$ cat config.mk
export PLATFORM = sky130hd
export DESIGN_NAME = pmrl_cell
export DESIGN_NICKNAME = d
export VERILOG_FILES = /design/src/rtl/pmrl_pkg.sv /design/src/rtl/pmrl_cell.sv
export SDC_FILE = /design/constraint.sdc
export NUM_CORES = 1
export LEC_CHECK = 0
export ABC_CLOCK_PERIOD_IN_PS = 16610
export BUFFER_PORTS_ARGS = -buffer_cell sky130_fd_sc_hd__buf_2
export CAP_MARGIN = 20
export CORE_ASPECT_RATIO = 1.25
export CORE_MARGIN = 2
export CORE_UTILIZATION = 42
export CTS_BUF_LIST = sky130_fd_sc_hd__clkbuf_16
export CTS_CLUSTER_SIZE = 30
export DETAILED_ROUTE_END_ITERATION = 8
export PLACE_DENSITY = 0.63
export SLEW_MARGIN = 15
export SYNTH_ARGS = -nofsm -noshare
export SYNTH_HDL_FRONTEND = slang
export SYNTH_SLANG_ARGS = --single-unit
$ cat constraint.sdc
create_clock -name clk -period 16.61 [get_ports clk]
set_clock_uncertainty 0.1 [all_clocks]
set_input_delay 0.8305 -clock clk [delete_from_list [all_inputs] [get_ports clk]]
set_output_delay 0.8305 -clock clk [all_outputs]
set_load 0.03 [all_outputs]
$ cat src/rtl/pmrl_pkg.sv
package pmrl_pkg;

	localparam int ADDR_W  = 32;
	localparam int LEN_W   = 6;
	localparam int HOP_W   = 8;
	localparam int OP_W    = 2;
	localparam int KIND_W  = 2;

	localparam logic [OP_W-1:0] OP_CLEAR  = 2'd0;
	localparam logic [OP_W-1:0] OP_ADD    = 2'd1;
	localparam logic [OP_W-1:0] OP_LOOKUP = 2'd2;

	// what a chain slot carries
	localparam logic [KIND_W-1:0] KIND_NONE   = 2'd0;
	localparam logic [KIND_W-1:0] KIND_ADD    = 2'd1;
	localparam logic [KIND_W-1:0] KIND_LOOKUP = 2'd2;

	typedef struct packed {
		logic [ADDR_W-1:0] address;
		logic [LEN_W-1:0]  len;
		logic [HOP_W-1:0]  hop;
		logic [LEN_W-1:0]  score;
		logic              found;
	} item_t;

	// count of leading agreeing bits, 0..32, by halving search
	function automatic logic [LEN_W-1:0] lead_agree(input logic [ADDR_W-1:0] a,
			input logic [ADDR_W-1:0] b);
		logic [ADDR_W-1:0] v;
		logic [LEN_W-1:0]  n;
		v = a ^ b;
		n = '0;
		if (v[31:16] == 16'd0) begin
			n = n + 6'd16;
			v = {v[15:0], 16'd0};
		end
		if (v[31:24] == 8'd0) begin
			n = n + 6'd8;
			v = {v[23:0], 8'd0};
		end
		if (v[31:28] == 4'd0) begin
			n = n + 6'd4;
			v = {v[27:0], 4'd0};
		end
		if (v[31:30] == 2'd0) begin
			n = n + 6'd2;
			v = {v[29:0], 2'd0};
		end
		if (!v[31]) begin
			n = n + 6'd1;
			v = {v[30:0], 1'b0};
		end
		if (!v[31]) begin
			n = n + 6'd1;
		end
		return n;
	endfunction

endpackage

$ cat src/rtl/pmrl_cell.sv
module pmrl_cell #(
	parameter int CNT_W = 7,
	parameter int INDEX = 0
) (
	input  logic                     clk,
	input  logic                     arst_n,
	input  logic                     adv,
	input  logic [1:0]               in_kind,
	input  pmrl_pkg::item_t          in_item,
	input  logic [CNT_W-1:0]         in_cnt,
	output logic [1:0]               out_kind,
	output pmrl_pkg::item_t          out_item,
	output logic [CNT_W-1:0]         out_cnt
);
	import pmrl_pkg::*;

	localparam logic [CNT_W-1:0] SLOT = CNT_W'(INDEX);

	logic [ADDR_W-1:0] prefix_q;
	logic [LEN_W-1:0]  len_q;
	logic [HOP_W-1:0]  hop_q;

	logic [KIND_W-1:0] kind_s1;
	item_t             item_s1;
	logic [CNT_W-1:0]  cnt_s1;

	logic [LEN_W-1:0]  raw_score;
	logic [LEN_W-1:0]  score;
	logic              live;
	item_t             nxt;

	assign live      = (in_cnt > SLOT);
	assign raw_score = lead_agree(in_item.address, prefix_q);
	assign score     = (raw_score > len_q) ? len_q : raw_score;

	// later entries win ties, so take on equal score
	always_comb begin
		nxt = in_item;
		if (in_kind == KIND_LOOKUP && live && (!in_item.found || score >= in_item.score)) begin
			nxt.score = score;
			nxt.hop   = hop_q;
			nxt.found = 1'b1;
		end
	end

	always_ff @(posedge clk) begin
		if (adv && in_kind == KIND_ADD && in_cnt == SLOT) begin
			prefix_q <= in_item.address;
			len_q    <= in_item.len;
			hop_q    <= in_item.hop;
		end
	end

	always_ff @(posedge clk or negedge arst_n) begin
		if (!arst_n) begin
			kind_s1 <= KIND_NONE;
		end else if (adv) begin
			kind_s1 <= in_kind;
		end
	end

	always_ff @(posedge clk) begin
		if (adv) begin
			item_s1 <= nxt;
			cnt_s1  <= in_cnt;
		end
	end

	assign out_kind = kind_s1;
	assign out_item = item_s1;
	assign out_cnt  = cnt_s1;

endmodule

==> results.md, run 1 <==
* Status: finished clean
* Cts-stage hold buffer count at 0
* Via density at 5.22
* Relative slew slack at 46.9%
* Power per cell area at 104 mW/mm^2
* Area growth, synth to finish at 23.5%
* Critical path capture point type: flip-flop
* R2R depth at 28
* CP max stage delay at 0.58 ns
* Worst Setup EP: out_item[4]
* Final Util at 52.9%
* First-pass GRT wire length at 15.0 mm
* Synth unique cells at 51
* Placed Cells at 574
* Crit start category: input port
* Seq/Total Area, Yosys at 68.5%
* Buf+Inv Stages, Crit Path at 2
* Worst vdd ir at 0.0000694 V
* Top post-synthesis cells by area: edfxtp_1 (67%), xnor2_1 (3.5%), ha_1 (3.4%), nand2_1 (2.7%), xor2_1 (2.6%)
* Clk_lat worst skew at 0.34 ns
* Gate Count Post-Synth at 315
* Post-CTS setup buffers at 0
* Inserted Clock Buffers at 9
* All-Layer GR Usage at 15.9%
* CP Data Required Time at 16.57 ns
* Setup CP Type: input port to flip-flop
* Root buf cell: clkbuf_16
* Vias post-DR at 3073
* Post-Layout Inst Area at 0.00583 mm^2
* Critical path origin: in_item[40]
* Global route overflow at 0
* DP Wirelength at 6.96 mm
* DRC at 0
* Final Net Count at 528
* Top FF cell, synth: edfxtp_1
* Row count at 43
* Fmax at 0.133 GHz
* Initial Util at 42.8%
* Worst r2r src: prefix_q[18]
* Tightest Pin Transition at 0.796 ns
* Yosys reg bits at 108
* GPL Wtd Cong at 0.853
* Initial antenna violation count at 0
* Post-synth EDFFs at 106
* Critical-path maximum fanout at 15
* Final WL at 9.46 mm
* Ys async rst share at 1.85%
* Period utilization at 45.3%
* RSZ-0062 raised after global routing: no
* Pins Over Slew Limit at 0
* Port Buffer Count at 126
* Worst EP arrival at 7.49 ns
* WL per Instance at 16.1 um
* Worst-path clk slew at 0.07 ns
* Placement-stage cell area at 0.00552 mm^2
* CTS sink cnt at 108
* First DRT Iteration DRCs at 122
* Pleak at 2.28 nW
* Setup Viol. Count Final at 0
* Vias in the first global route at 3096
* CTS resizes at 0
* HP Class: input port to asynchronous set/reset pin
* Mapped cell area at 0.00472 mm^2
* Slowest-stage cell, CP: or4b_4
* Avg Cell Area, Syn at 15.0 um^2
* Die H at 123 um
* Max Root-Sink Buffers at 2
* FF-to-FF setup slack at 9.27 ns
* CTS tree: built
* Non-filler cells, final at 589
* N_diodes at 0
* Synth Warn # at 0
* Die X-Extent at 98.8 um
* Total Neg Setup Slack at 0 ns
* Area leader, netlist: edfxtp_1
* Max cap viols at 0
* Die area at 0.0121 mm^2
* Critical Path Stages at 29
* I/O pin count at 127
* Core Area at 0.0110 mm^2
* Layout cells sized above 1 at 35.2%
* Detail Route Antenna Nets at 0
* CP delay by family, top: compound AO/OA/AOI/OAI gates
* Share of the synthesized area in the top cell type at 67.4%
* Largest net degree at the start of global routing at 64
* Critical path's most frequent cell: o21a_1
* Syn Nets at 393
* Min Tclk post-route at 7.53 ns
* Htree depth at 3
* Crit Reg-Reg Endpoint: out_item[4]
* Drt first pass iters at 4
* Fin. Hold Viols at 0
[metal layers]
layer	up-vias	part of all wire [%]	track usage, %
met2	105	52	27.8
met4	0	1.6	5.99
met1	1469	40	18.9
met5	-	0	0
li1	1483	-	-
met3	16	5.8	3.82
[layout make-up]
type / instances / area [um^2]
flip-flops and latches: 108 / 3230
inverters: 13 / 48.8
multi-input cells: 190 / 1430
well taps: 135 / 169
fillers: 949 / 5200
repair buffers: 128 / 646
clock inverters: 6 / 80.1
clock buffers: 9 / 225
[power breakdown]
| group | internal (mW) | switching (mW) |
|---|---|---|
| Clock | 0.130 | 0.0901 |
| Combinational | 0.0229 | 0.0492 |
| Sequential | 0.313 | 0.00271 |
| Total | 0.466 | 0.142 |
[cells in the mapped netlist, drive strengths merged, types with 4 or more instances]
master / number
ha: 13
edfxtp: 106
nor3: 8
inv: 13
o21a: 5
o211ai: 6
o221ai: 4
nor2: 9
o21ai: 6
xnor2: 19
a21oi: 14
or2: 4
nand2: 34
o31ai: 5
xor2: 14
nor3b: 5
[worst min-delay path by stage]
stage / slack, ns / start / endpoint
2_1_floorplan: 0.38 / hop_q[3] / out_item[10]
3_3_place_gp: 0.39 / out_kind[1] / out_kind[1]
3_5_place_dp: 0.40 / hop_q[0] / out_item[7]
4_1_cts: 0.15 / arst_n / out_kind[0]
5_1_grt: 0.15 / arst_n / out_kind[0]
6_report: 0.16 / arst_n / out_kind[0]
[per-stage QoR]
step           hold slack (ns)  power (mW)  setup slack, ns
3_3_place_gp             0.387       0.392             8.61
4_1_cts                  0.148       0.615             8.71
6_report                 0.163       0.608             9.08
3_5_place_dp             0.398       0.394             8.35
5_1_grt                  0.145       0.632             8.47
2_1_floorplan            0.384       0.365             9.60
[kinds of logic (layout without fill, tap and decap cells)]
kind of cell / count (synthesis) / in the layout / share of synthesized area [%]
flip-flops: 108 / 108 / 68.5
AO/OA/AOI/OAI: 61 / 61 / 10.1
multiplexers: 3 / 3 / 0.715
AND/OR/NAND/NOR: 80 / 80 / 9.67
XOR/XNOR: 33 / 33 / 6.12
adder cells (fa/ha/maj): 13 / 13 / 3.44
buffers and inverters: 17 / 156 / 1.51
[state kept, by name, indices dropped and copies added (netlist names)]
| name | count |
|---|---|
| len_q | 6 |
| hop_q | 8 |
| out_item | 53 |
| prefix_q | 32 |
| out_cnt | 7 |
| out_kind | 2 |
[cell usage in the layout (no fill, tap or decap), drive strengths merged, types with 3 or more instances in the layout]
master and instances:
buf 128, edfxtp 106, nand2 34, xnor2 19, xor2 14, a21oi 14
inv 13, ha 13, nor2 9, clkbuf 9, nor3 8, o211ai 6
o21ai 6, nor3b 5, o21a 5, o31ai 5, o221ai 4, or2 4
clkinv 4, nand4 3, o21bai 3, o221a 3, nor4 3, mux2 3
Power figures use the tool's default switching activity.
==> run 2, diff against run 1 <==
ABC_CLOCK_PERIOD_IN_PS = 7020   (was 16610)
clock period = 7.02 ns   (was 16.61 ns; I/O delays follow)
==> run 2 against run 1 <==
Combinational power up 150%. Highest routed layer unchanged. Critical path depth down 2. Final cell count up 1.7%. Design area up 2.4%. Utilization up 1.3 points. Critical path type is now flip-flop to flip-flop. Die area unchanged. Sequential share of layout area down 1.3 points. Hold slack worse by 0.068 ns. Worst setup slack worse by 8.7 ns. Critical endpoint is now out_item[6]. Largest cell class unchanged. Clock power up 120%.
==> results.md, run 2 (same netlist as run 1, synthesis figures left out) <==
* P_sw at 0.338 mW (+140%)
* Largest net degree at the start of global routing at 64 (unchanged)
* Worst-path clk slew at 0.07 ns (about the same)
* DP Wirelength at 7.33 mm (+5.3%)
* Relative slew slack at 47.3% (+0.35 points)
* Sequential power share at 53.0% (+1.1 points)
* Setup Viol. Count Final at 0 (unchanged)
* Period utilization at 94.3%
* N_diodes at 0 (unchanged)
* Slowest-stage cell, CP: or4b_4
* Die H at 123 um (unchanged)
* Crit Reg-Reg Endpoint: out_item[6]
* Critical path capture point type: flip-flop
* Htree depth at 3 (unchanged)
* Worst Hold Path EP: out_cnt[3]
* Logic pwr share at 12.6% (+0.7 points)
* Max cap viols at 0 (unchanged)
* Non-filler cells, final at 599 (+1.7%)
* Crit start category: flip-flop
* Pleak at 2.35 nW (+3.1%)
* Min Tclk post-route at 6.62 ns
* Sequential cell area at 0.00323 mm^2 (unchanged)
* Tightest Pin Transition at 0.791 ns (-0.00523 ns)
* WL per Instance at 16.6 um (+3.3%)
* Area growth, synth to finish at 26.5%
* CP max stage delay at 0.59 ns (about the same)
* Filler instances at 919 (-3.2%)
* Global route overflow at 0 (unchanged)
* Die area at 0.0121 mm^2 (unchanged)
* Fmax at 0.151 GHz
* Gr busiest metal: met2
* R2R depth at 27 (-3.6%)
* CP Data Required Time at 7.01 ns (-9.56 ns)
* PnR worst setup slack at 0.402 ns (-8.68 ns)
* Power per cell area at 236 mW/mm^2 (+130%)
* DRC at 0 (unchanged)
* Initial Util at 42.8% (unchanged)
* Row count at 43 (unchanged)
* WHS at 0.0950 ns (-0.0684 ns)
* Placed Cells at 580 (+1.0%)
* Clk pwr share at 34.4% (-1.8 points)
* FF-to-FF setup slack at 0.40 ns (-8.87 ns)
* Pre-CTS setup slack at 0.0211 ns (-8.33 ns)
* CTS tree: built
* Detail Route Antenna Nets at 0 (unchanged)
* Inserted Clock Buffers at 9 (unchanged)
* Core Area at 0.0110 mm^2 (unchanged)
* Status: finished clean
* M1 GR Usage at 18.8% (-0.023 points)
* Max Root-Sink Buffers at 2 (unchanged)
* Fin. Hold Viols at 0 (unchanged)
* HP Class: input port to flip-flop
* Worst r2r src: prefix_q[19]
* Commonest non-fill, non-tap cell in the layout: buf_2
* Worst vdd ir at 0.000120 V (+73%)
* Port Buffer Count at 126 (unchanged)
* Total internal power at 1.07 mW (+130%)
* Final Net Count at 538 (+1.9%)
* Buf+Inv Stages, Crit Path at 1 (-1)
* Post-Layout Inst Area at 0.00597 mm^2 (+2.4%)
* Most frequent cells in the layout: buf_2 (126), edfxtp_1 (106), nand2_1 (34)
* Via density at 5.24 (+0.41%)
* All-Layer GR Usage at 16.6% (+0.77 points)
* Met3 usage at 3.93% (+0.11 points)
* Hold_sp: in_cnt[3]
* Worst hold stages at 1
* Critical path's most frequent cell: o21a_1
* Final WL at 9.94 mm (+5.1%)
* Met2 Use GR at 30.0% (+2.2 points)
* Placement-stage cell area at 0.00556 mm^2 (+0.82%)
* Pins Over Slew Limit at 0 (unchanged)
* Drt first pass iters at 4 (unchanged)
* Setup CP Type: flip-flop to flip-flop
* Initial antenna violation count at 0 (unchanged)
* RSZ-0062 raised after global routing: no
* Worst EP arrival at 6.61 ns (-0.88 ns)
* First DRT Iteration DRCs at 93 (-24%)
* CP delay by family, top: compound AO/OA/AOI/OAI gates
* Multi-input logic area at 0.00150 mm^2 (+5.2%)
* Layout cells sized above 1 at 38.8% (+3.6 points)
* GPL Wtd Cong at 0.892 (+4.6%)
* Final Util at 54.1% (+1.3 points)
* Vias in the first global route at 3093 (-0.097%)
* I/O pin count at 127 (unchanged)
* Die X-Extent at 98.8 um (unchanged)
* Total Neg Setup Slack at 0 ns (unchanged)
* Clk_lat worst skew at 0.34 ns (about the same)
* First-pass GRT wire length at 15.4 mm (+2.6%)
* CTS sink cnt at 108 (unchanged)
* Sw frac at 24.0% (+0.61 points)
* Design Power at 1.41 mW (+130%)
* Vias post-DR at 3138 (+2.1%)
* Critical-path maximum fanout at 12 (-3)
* Max reg flops at 53 (unchanged)
* Root buf cell: clkbuf_16
-- run 2: changes by cell type in the layout (fill, tap and decap cells not counted), moves of 2 or more --
cell,change
buf_4,+8
xnor2_1,-2
xnor2_2,+2
clkinv_2,+3
o221ai_4,+2
clkinv_1,-3
-- run 2: worst max-delay path by stage --
stage / from / endpoint / cells after the start / slack, ns
final: prefix_q[19] / out_item[6] / 27 / 0.40
after global routing: prefix_q[20] / out_item[6] / 28 / 0.03
after CTS: prefix_q[19] / out_item[6] / 28 / 0.08
after detailed placement: in_item[40] / out_item[6] / 29 / 0.02
after global placement: in_item[40] / out_item[6] / 29 / 0.14
after floorplan: prefix_q[19] / out_item[4] / 30 / 0.45
-- run 2: routing by layer --
metal / part of all wire, % / up-vias
met5: 0 / -
met4: 2.1 / 0
met3: 5.5 / 17
met1: 39 / 1502
li1: - / 1503
met2: 53 / 116
-- run 2: power by group through the flow --
stage	registers (mW)	logic, mW	clock network (mW)
final	0.746	0.177	0.485
after global routing	0.749	0.191	0.525
after CTS	0.747	0.175	0.500
after detailed placement	0.761	0.174	0
after global placement	0.760	0.171	0
after floorplan	0.820	0.0422	0
-- run 2: layout make-up --
| type | instances | share of cell area (%) |
|---|---|---|
| Timing Repair Buffer | 138 | 12.3 |
| Sequential cell | 108 | 54.1 |
| Clock inverter | 6 | 0.964 |
| Inverter | 13 | 0.817 |
| Multi-Input combinational cell | 190 | 25.2 |
| Clock buffer | 9 | 3.77 |
| Tap cell | 135 | 2.83 |
-- run 2: what timing repair did --
action | CTS | global route
setup endpoints to repair | 0 | 14
endpoints found under the hold margin | 2 | 0
hold buffers | 1 | 0
buffers inserted | 0 | 3
resized for setup | 0 | 15
